## config.mk

```make
export PLATFORM = sky130hd
export DESIGN_NAME = unsigned_mixed_sign_alu
export DESIGN_NICKNAME = d
export VERILOG_FILES = /design/src/design/msalu_pkg.sv /design/src/design/msalu_ctrl.sv /design/src/design/msalu_dp.sv /design/src/design/unsigned_mixed_sign_alu.sv
export SDC_FILE = /design/constraint.sdc
export NUM_CORES = 2
export LEC_CHECK = 0
export ABC_AREA = 1
export ABC_CLOCK_PERIOD_IN_PS = 15900
export BUFFER_PORTS_ARGS = -buffer_cell sky130_fd_sc_hd__buf_4
export CAP_MARGIN = 10
export CELL_PAD_IN_SITES_DETAIL_PLACEMENT = 1
export CELL_PAD_IN_SITES_GLOBAL_PLACEMENT = 1
export CORE_ASPECT_RATIO = 2
export CORE_UTILIZATION = 52
export DETAILED_ROUTE_END_ITERATION = 6
export GPL_TIMING_DRIVEN = 0
export PLACE_DENSITY_LB_ADDON = 0.15
export SLEW_MARGIN = 20
export SYNTH_ARGS = -nofsm -noshare
export SYNTH_HDL_FRONTEND = slang
export SYNTH_SLANG_ARGS = --single-unit
```

## constraint.sdc

```tcl
create_clock -name clk_i -period 15.9 [get_ports clk_i]
set_clock_uncertainty 0.2 [all_clocks]
set_input_delay 1.59 -clock clk_i [delete_from_list [all_inputs] [get_ports clk_i]]
set_output_delay 1.59 -clock clk_i [all_outputs]
set_load 0.1 [all_outputs]
```

## src/design/msalu_pkg.sv

```systemverilog
`timescale 1ns / 1ps
package msalu_pkg;

  typedef enum logic [4:0] {
    OP_CMP = 5'd0, OP_EQ = 5'd1, OP_NE = 5'd2, OP_LT = 5'd3, OP_LE = 5'd4,
    OP_GT = 5'd5, OP_GE = 5'd6, OP_ADD = 5'd7, OP_SUB = 5'd8, OP_MUL = 5'd9,
    OP_DIV = 5'd10, OP_MOD = 5'd11, OP_POW = 5'd12, OP_AND = 5'd13,
    OP_OR = 5'd14, OP_XOR = 5'd15, OP_SHL = 5'd16, OP_SHR = 5'd17
  } op_e;

  localparam logic [2:0] T_UNS  = 3'd0;
  localparam logic [2:0] T_SGN  = 3'd1;
  localparam logic [2:0] T_BOOL = 3'd2;
  localparam logic [2:0] T_ERR  = 3'd3;
  localparam logic [2:0] T_FLT  = 3'd4;

  typedef struct packed {
    logic [4:0]  kind;
    logic [31:0] left_operand;
    logic [31:0] right_operand;
    logic        right_is_signed;
  } req_t;

  typedef struct packed {
    logic [31:0] result_value;
    logic [2:0]  result_type;
    logic        error_code;
  } rsp_t;

  typedef enum logic [2:0] {
    ST_IDLE, ST_LOAD, ST_ITER, ST_FINISH, ST_OUT
  } state_e;

  // controller to datapath
  typedef struct packed {
    logic load;
    logic step;
    logic finish;
  } cmd_t;

  // datapath to controller
  typedef struct packed {
    logic need_iter;
    logic iter_done;
  } sts_t;

endpackage

```

## src/design/msalu_ctrl.sv

```systemverilog
`timescale 1ns / 1ps
module msalu_ctrl (
  input  logic              clk_i,
  input  logic              rst_ni,
  input  logic              in_valid_i,
  output logic              in_stall_o,
  output logic              out_valid_o,
  input  logic              out_stall_i,
  output msalu_pkg::cmd_t   cmd_o,
  input  msalu_pkg::sts_t   sts_i
);

  msalu_pkg::state_e state_q, state_d;

  // state register
  always_ff @(posedge clk_i or negedge rst_ni) begin
    if (!rst_ni) state_q <= msalu_pkg::ST_IDLE;
    else state_q <= state_d;
  end

  // next state
  always_comb begin
    state_d = state_q;
    case (state_q)
      msalu_pkg::ST_IDLE:   if (in_valid_i) state_d = msalu_pkg::ST_LOAD;
      msalu_pkg::ST_LOAD:   state_d = sts_i.need_iter ? msalu_pkg::ST_ITER
                                                      : msalu_pkg::ST_FINISH;
      msalu_pkg::ST_ITER:   if (sts_i.iter_done) state_d = msalu_pkg::ST_FINISH;
      msalu_pkg::ST_FINISH: state_d = msalu_pkg::ST_OUT;
      msalu_pkg::ST_OUT:    if (!out_stall_i) state_d = msalu_pkg::ST_IDLE;
      default:              state_d = msalu_pkg::ST_IDLE;
    endcase
  end

  // outputs
  always_comb begin
    in_stall_o  = (state_q != msalu_pkg::ST_IDLE);
    out_valid_o = (state_q == msalu_pkg::ST_OUT);
    cmd_o.load   = (state_q == msalu_pkg::ST_IDLE) && in_valid_i;
    cmd_o.step   = (state_q == msalu_pkg::ST_ITER);
    cmd_o.finish = (state_q == msalu_pkg::ST_FINISH);
  end

endmodule

```

## src/design/msalu_dp.sv

```systemverilog
`timescale 1ns / 1ps
module msalu_dp #(
  parameter int WIDTH = 32
) (
  input  logic             clk_i,
  input  msalu_pkg::req_t  req_i,
  input  msalu_pkg::cmd_t  cmd_i,
  output msalu_pkg::sts_t  sts_o,
  output msalu_pkg::rsp_t  rsp_o
);

  localparam int SBIT = (WIDTH <= 32) ? WIDTH - 1 : 31;
  localparam int CW   = $clog2(WIDTH + 1);
  localparam int AW   = (WIDTH < 32) ? WIDTH : 32;

  // captured operands
  logic [4:0]       kind_q;
  logic [WIDTH-1:0] a_q, b_q, mag_q;
  logic             neg_q;

  // iteration registers
  logic [WIDTH-1:0] acc_q, base_q, rem_q, quo_q, e_q;
  logic [CW-1:0]    cnt_q;

  msalu_pkg::rsp_t  rsp_q;

  // final result terms
  msalu_pkg::rsp_t  fin;
  logic [WIDTH-1:0] v, sum, dif, sh_amt;
  logic             lt, gt;

  logic [WIDTH-1:0] a_in, b_in, bext;
  logic             neg_in;
  logic [31:0]      braw_ext;

  // operand decode
  always_comb begin
    a_in     = WIDTH'(req_i.left_operand[AW-1:0]);
    neg_in   = req_i.right_is_signed & req_i.right_operand[SBIT];
    braw_ext = req_i.right_operand;
    bext     = WIDTH'($signed(req_i.right_operand));
    if (!neg_in) b_in = WIDTH'(braw_ext[AW-1:0]);
    else if (WIDTH > 32) b_in = bext;
    else b_in = WIDTH'(braw_ext[AW-1:0]);
  end

  logic is_div, is_pow;
  assign is_div = (kind_q == msalu_pkg::OP_DIV) || (kind_q == msalu_pkg::OP_MOD);
  assign is_pow = (kind_q == msalu_pkg::OP_POW) && !neg_q;
  assign sts_o.need_iter = (is_div && (neg_q ? mag_q != '0 : b_q != '0)) || is_pow;
  assign sts_o.iter_done = is_pow ? (e_q == '0) : (cnt_q == CW'(1));

  // restoring divide step
  logic [WIDTH-1:0] dvs;
  logic [WIDTH:0]   trial, rsh;
  assign dvs   = neg_q ? mag_q : b_q;
  assign rsh   = {rem_q, quo_q[WIDTH-1]};
  assign trial = rsh - {1'b0, dvs};

  // one multiplier shared by the power loop and mul
  logic [WIDTH-1:0] mx, my, mp;
  always_comb begin
    if (cmd_i.step && is_pow && e_q[0]) begin
      mx = acc_q; my = base_q;
    end else if (cmd_i.step && is_pow) begin
      mx = base_q; my = base_q;
    end else begin
      mx = a_q; my = b_q;
    end
  end
  assign mp = WIDTH'(mx * my);

  // datapath registers
  always_ff @(posedge clk_i) begin
    if (cmd_i.load) begin
      kind_q <= req_i.kind;
      a_q    <= a_in;
      b_q    <= b_in;
      neg_q  <= neg_in;
      mag_q  <= WIDTH'(-b_in);
    end
    if (cmd_i.load) begin
      acc_q  <= WIDTH'(1);
      base_q <= a_in;
      e_q    <= b_in;
      rem_q  <= '0;
      quo_q  <= a_in;
      cnt_q  <= CW'(WIDTH);
    end else if (cmd_i.step) begin
      if (is_pow) begin
        // odd exponent: multiply into acc; even: square base
        if (e_q[0]) begin
          acc_q <= mp;
          e_q   <= e_q ^ WIDTH'(1);
        end else begin
          base_q <= mp;
          e_q    <= e_q >> 1;
        end
      end else begin
        if (!trial[WIDTH]) begin
          rem_q <= trial[WIDTH-1:0];
          quo_q <= {quo_q[WIDTH-2:0], 1'b1};
        end else begin
          rem_q <= rsh[WIDTH-1:0];
          quo_q <= {quo_q[WIDTH-2:0], 1'b0};
        end
        cnt_q <= cnt_q - CW'(1);
      end
    end
    if (cmd_i.finish) rsp_q <= fin;
  end

  // final result select
  always_comb begin
    sum = a_q + b_q;
    dif = a_q - b_q;
    lt  = a_q < b_q;
    gt  = a_q > b_q;
    sh_amt = neg_q ? mag_q : b_q;
    v = '0;
    fin.result_type = msalu_pkg::T_UNS;
    fin.error_code  = 1'b0;
    case (kind_q)
      msalu_pkg::OP_CMP: begin
        if (neg_q) v = WIDTH'(1);
        else if (lt) begin v = '1; fin.result_type = msalu_pkg::T_SGN; end
        else v = WIDTH'(gt);
      end
      msalu_pkg::OP_EQ: begin
        v = WIDTH'(!neg_q && a_q == b_q); fin.result_type = msalu_pkg::T_BOOL;
      end
      msalu_pkg::OP_NE: begin
        v = WIDTH'(neg_q || a_q != b_q); fin.result_type = msalu_pkg::T_BOOL;
      end
      msalu_pkg::OP_LT: begin
        v = WIDTH'(!neg_q && lt); fin.result_type = msalu_pkg::T_BOOL;
      end
      msalu_pkg::OP_LE: begin
        v = WIDTH'(!neg_q && !gt); fin.result_type = msalu_pkg::T_BOOL;
      end
      msalu_pkg::OP_GT: begin
        v = WIDTH'(neg_q || gt); fin.result_type = msalu_pkg::T_BOOL;
      end
      msalu_pkg::OP_GE: begin
        v = WIDTH'(neg_q || !lt); fin.result_type = msalu_pkg::T_BOOL;
      end
      msalu_pkg::OP_ADD: begin
        v = sum;
        if (neg_q && !(a_q > mag_q)) fin.result_type = msalu_pkg::T_SGN;
      end
      msalu_pkg::OP_SUB: begin
        v = dif;
        if (!neg_q && lt) fin.result_type = msalu_pkg::T_SGN;
      end
      msalu_pkg::OP_MUL: begin
        v = mp;
        if (neg_q) fin.result_type = msalu_pkg::T_SGN;
      end
      msalu_pkg::OP_DIV, msalu_pkg::OP_MOD: begin
        if (!neg_q && b_q == '0) begin
          fin.result_type = msalu_pkg::T_ERR; fin.error_code = 1'b1;
        end else if (!neg_q) begin
          v = (kind_q == msalu_pkg::OP_DIV) ? quo_q : rem_q;
        end else begin
          fin.result_type = msalu_pkg::T_SGN;
          if (kind_q == msalu_pkg::OP_DIV) v = WIDTH'(-quo_q);
          else v = (rem_q == '0) ? '0 : WIDTH'(rem_q + b_q);
        end
      end
      msalu_pkg::OP_POW: begin
        if (!neg_q) v = acc_q;
        else if (a_q == '0) begin
          fin.result_type = msalu_pkg::T_ERR; fin.error_code = 1'b1;
        end else fin.result_type = msalu_pkg::T_FLT;
      end
      msalu_pkg::OP_AND: v = a_q & b_q;
      msalu_pkg::OP_OR:  v = a_q | b_q;
      msalu_pkg::OP_XOR: v = a_q ^ b_q;
      msalu_pkg::OP_SHL, msalu_pkg::OP_SHR: begin
        if (sh_amt >= WIDTH'(WIDTH)) v = '0;
        else if ((kind_q == msalu_pkg::OP_SHL) != neg_q) v = a_q << sh_amt;
        else v = a_q >> sh_amt;
      end
      default: fin.result_type = msalu_pkg::T_ERR;
    endcase
    fin.result_value = 32'(v);
  end

  assign rsp_o = rsp_q;

endmodule

```

## src/design/unsigned_mixed_sign_alu.sv

```systemverilog
`timescale 1ns / 1ps
// Mixed-sign integer ALU. One transaction at a time: logic, compare, add, sub,
// mul and shift go from LOAD straight to FINISH; div and mod run a
// restoring divider one quotient bit per cycle in ITER; pow runs
// square-and-multiply on one shared multiplier, one multiply per cycle in
// ITER. The result is registered in FINISH and shown in OUT. The input is
// stalled until the result is taken, and the next transaction can be
// accepted in the cycle after that.
module unsigned_mixed_sign_alu #(
  parameter int WIDTH = 32
) (
  input  logic             clk_i,
  input  logic             rst_ni,
  input  logic             in_valid_i,
  output logic             in_stall_o,
  input  msalu_pkg::req_t  in_data_i,
  output logic             out_valid_o,
  input  logic             out_stall_i,
  output msalu_pkg::rsp_t  out_data_o
);

  msalu_pkg::cmd_t cmd;
  msalu_pkg::sts_t sts;

  msalu_ctrl u_ctrl (
    .clk_i, .rst_ni, .in_valid_i, .in_stall_o, .out_valid_o, .out_stall_i,
    .cmd_o(cmd), .sts_i(sts)
  );

  msalu_dp #(.WIDTH(WIDTH)) u_dp (
    .clk_i, .req_i(in_data_i), .cmd_i(cmd), .sts_o(sts), .rsp_o(out_data_o)
  );

endmodule

```

==> impl_metrics.yaml, run 1 <==
status:
  outcome: "did not finish"
  stop_stage: "global routing"
  error: "[ERROR GRT-0116] Global routing finished with congestion. Check the congestion regions in the DRC Viewer."
logic_synthesis:
  synth_ff_type: "edfxtp_1"
  syn_nets: 7002
  postSynthCellCount: 6199
  synth_top_area_share_pct: 18.7
  syn_avg_cell_area_um2: 7.11
  ys_seq_area_share_pct: 19.2
  synth_edf_count: 233
  synth_area_um2: 44100
  yosysTopAreaCell: "fa_1"
  yosysMostFrequentCell: "nand2_1"
  ys_seq_elements: 306
  ys_warn_count: 0
  synthTopCellsByCount: "nand2_1, inv_1, nor2_1"
  synth.distinct_cells: 64
  synth_area_leaders: "fa_1, edfxtp_1, nand2_1"
  async_reset_ff_share_pct: 0.980
global_routing:
  grt_pass1_wl_um: 542000
  gr-total-overflow: 3567
  grt_usage_pct: 83.6
  grt_pass1_vias: 66600
  grt_max_degree: 53
floorplan:
  die_x_um: 208
  ios: 112
  die_h_um: 414
  row_count: 150
  start_util_pct: 52.7
clocking:
  holdBufCountCts: 0
  cts_sinks: 306
  cts_setup_buffers: 0
  cts-root-buf: "clkbuf_16"
  htreeDepth: 1
  clockBufferDepth: 3
  cts-buffers-inserted: 30
  post_cts.resized_instances: 0
placement:
  place.port_buffers: 111
  dp_hpwl_um: 234000
  dpl_cell_area_um2: 46500
  gp_congestion: 1.36
[layer usage]
layer,GRT overflow,track usage (%)
met3,29,61.5
met5,1,25.6
met1,32,76.1
met2,2653,111
met4,852,93.4
[stage by stage]
step                util [%]  worst slack, ns  instances
floorplan                  -             7.85       6199
global placement        55.3             4.40       7374
detailed placement      55.6             4.05       7387
CTS                     56.8             4.00       7443
[logic make-up after synthesis]
| group | Yosys count | synth area share [%] |
|---|---|---|
| flip-flops | 306 | 19.2 |
| multiplexers | 1 | 0.0227 |
| buffers and inverters | 1264 | 11.0 |
| XOR/XNOR | 110 | 2.19 |
| AND/OR/NAND/NOR | 2612 | 24.7 |
| adder cells (fa/ha/maj) | 729 | 27.7 |
| AO/OA/AOI/OAI | 1177 | 15.1 |
==> inputs of run 2 (changes only) <==
--- a/config.mk
+++ b/config.mk
@@ -9,10 +9,7 @@
 export ABC_CLOCK_PERIOD_IN_PS = 15900
 export BUFFER_PORTS_ARGS = -buffer_cell sky130_fd_sc_hd__buf_4
 export CAP_MARGIN = 10
-export CELL_PAD_IN_SITES_DETAIL_PLACEMENT = 1
-export CELL_PAD_IN_SITES_GLOBAL_PLACEMENT = 1
-export CORE_ASPECT_RATIO = 2
-export CORE_UTILIZATION = 52
+export CORE_UTILIZATION = 40
 export DETAILED_ROUTE_END_ITERATION = 6
 export GPL_TIMING_DRIVEN = 0
 export PLACE_DENSITY_LB_ADDON = 0.15
==> run 2 against run 1 <==
  * Area after synthesis is the same
  * The run now ends clean
  * Synthesized cell count is the same
==> impl_metrics.yaml, run 2 <==
clocking:
  cts_tree: "done"
  path_clk_slew_ns: 0.07
  holdBufCountCts: 0
  htreeDepth: 2
  cts-root-buf: "clkbuf_16"
  cts-buffers-inserted: 38
  clk_latency_ns: 0.62
  cts_setup_buffers: 0
  cts_sinks: 306
  post_cts.resized_instances: 0
  clockBufferDepth: 3
global_routing:
  grt_pass1_wl_um: 332000
  gr-total-overflow: 0
  grt_antenna_before_repair: 18
  grt_max_degree: 54
  grt_pass1_vias: 44800
  grt_usage_pct: 42.2
floorplan:
  die_area_um2: 112000
  coreArea_um2: 109000
  die_x_um: 334
  row_count: 121
  start_util_pct: 40.4
  ios: 112
  die_h_um: 334
worst_setup_path:
  critical-path-max-stage-delay_ns: 0.93
  path_max_fanout: 10
  crit_slowest_cell: "clkbuf_1"
  cp.arrival_ns: 12.60
  path_class: "reg2reg"
  endpoint_kind: "flip-flop"
  worstPathRequired_ns: 15.97
  start_kind: "flip-flop"
  cpMostUsedCell: "fa_1"
logic_synthesis:
  synth_edf_count: 233
  ys_seq_area_share_pct: 19.2
  yosysTopAreaCell: "fa_1"
  postSynthCellCount: 6199
  synth.distinct_cells: 64
  synth_ff_type: "edfxtp_1"
  syn_avg_cell_area_um2: 7.11
  synthTopCellsByCount: "nand2_1, inv_1, nor2_1"
  synth_top_area_share_pct: 18.7
  syn_nets: 7002
  yosysMostFrequentCell: "nand2_1"
  synth_area_um2: 44100
  ys_warn_count: 0
  async_reset_ff_share_pct: 0.980
  ys_seq_elements: 306
  synth_area_leaders: "fa_1, edfxtp_1, nand2_1"
route:
  drc: 0
  wirelength_um: 240000
  drtIter0Drc: 5797
  ant_nets: 0
  via_per_inst: 5.97
  dr.pass1.iters: 6
  wl_per_cell_um: 30.7
  vias: 46600
timing:
  worst_pin_slew_ns: 1.23
  timing.fmax_mhz: 79.8
  fin_crit_ns: 12.53
  tns_ns: 0
  setup_viol: 0
  relSlewSlack_pct: 18.0
  final_hold_viol_count: 0
  drv_slew: 0
  period_share_pct: 78.8
  rsz0062_at_grt: "no"
status:
  outcome: "complete, no violations"
placement:
  dp_hpwl_um: 200000
  place.port_buffers: 111
  gp_congestion: 1.04
hold_path:
  hold_class: "reg2reg"
cells_and_area:
  area_growth_syn_to_layout_pct: 9.35
  num-nets-final: 7160
  largest_register_ffs: 36
  final_cell_mix: "nand2_1, inv_1, nor2_1, o21ai_0, fa_1"
  layout_commonest_cell: "nand2_1"
  drive_above_1_share_pct: 5.14
flow_run:
  max-cap-violations: 0
==> run 2: layout make-up <==
class                   count  area [µm²]
inverters                1008        3780
flip-flops and latches    306        8470
clock inverters            19         264
repair buffers            118        1000
diodes                      7        17.5
multi-input cells        4629       30800
clock buffers              51        1010
well taps                1414        1770
fillers                 11600       60800
plain buffers             256        1080
==> run 2: cell families (layout without fill, tap and decap cells) <==
kind of cell / count (synthesis) / count (layout) / share of synthesized area (%)
simple gates: 2612 / 2612 / 24.7
buf+inv: 1264 / 1452 / 11.0
compound gates: 1177 / 1177 / 15.1
fa+ha+maj: 729 / 729 / 27.7
flops: 306 / 306 / 19.2
xor+xnor: 110 / 110 / 2.19
mux: 1 / 1 / 0.0227
other cells: 0 / 7 / 0
==> run 2: worst max-delay path: cells and delay by family, from the launching register on <==
kind / cells / cell delay, ns
AO/OA/AOI/OAI: 4 / 1.82
adder cells (fa/ha/maj): 9 / 4.42
buffers and inverters: 6 / 2.82
flip-flops: 1 / 0.37
AND/OR/NAND/NOR: 10 / 2.55
==> run 2: per-stage QoR <==
step	std cells	worst slack (ns)	util (%)	instance area, µm²	hold slack, ns
5_1_grt	7801	3.37	44.2	48200	0.292
4_1_cts	7801	3.88	44.2	48200	0.272
6_report	7808	3.37	44.2	48200	0.271
3_5_place_dp	7731	3.89	43.0	46900	0.254
2_1_floorplan	6199	7.85	-	44100	0.239
3_3_place_gp	7724	3.88	42.8	46700	0.250
==> run 2: path summary, 6_finish.rpt <==
| path | start | endpoint | slack (ns) | cells past startpoint |
|---|---|---|---|---|
| max | u_dp.kind_q[0] | u_dp.rsp_o[34] | 3.37 | 29 |
| min | u_dp.cnt_q[2] | u_dp.cnt_q[2] | 0.27 | 2 |
| max reg2reg | u_dp.kind_q[0] | u_dp.rsp_o[34] | 3.37 | 29 |
| min reg2reg | u_dp.cnt_q[2] | u_dp.cnt_q[2] | 0.27 | 2 |
| max in group asynchronous | rst_ni | u_ctrl.state_q[0] | 14.85 | 1 |
| min in group asynchronous | rst_ni | u_ctrl.state_q[2] | 0.55 | 1 |
==> run 2: layer usage <==
layer	vias to the layer above	share of wire [%]	global-route usage, %
li1	20500	-	-
met1	22700	40	54.7
met2	2812	42	63.2
met3	618	11	11.9
met4	18	6.7	23.4
met5	-	0.057	0
Power of run 2 is not shown: default switching activity piles up to over one toggle a cycle in this logic, so the estimate is an artifact.
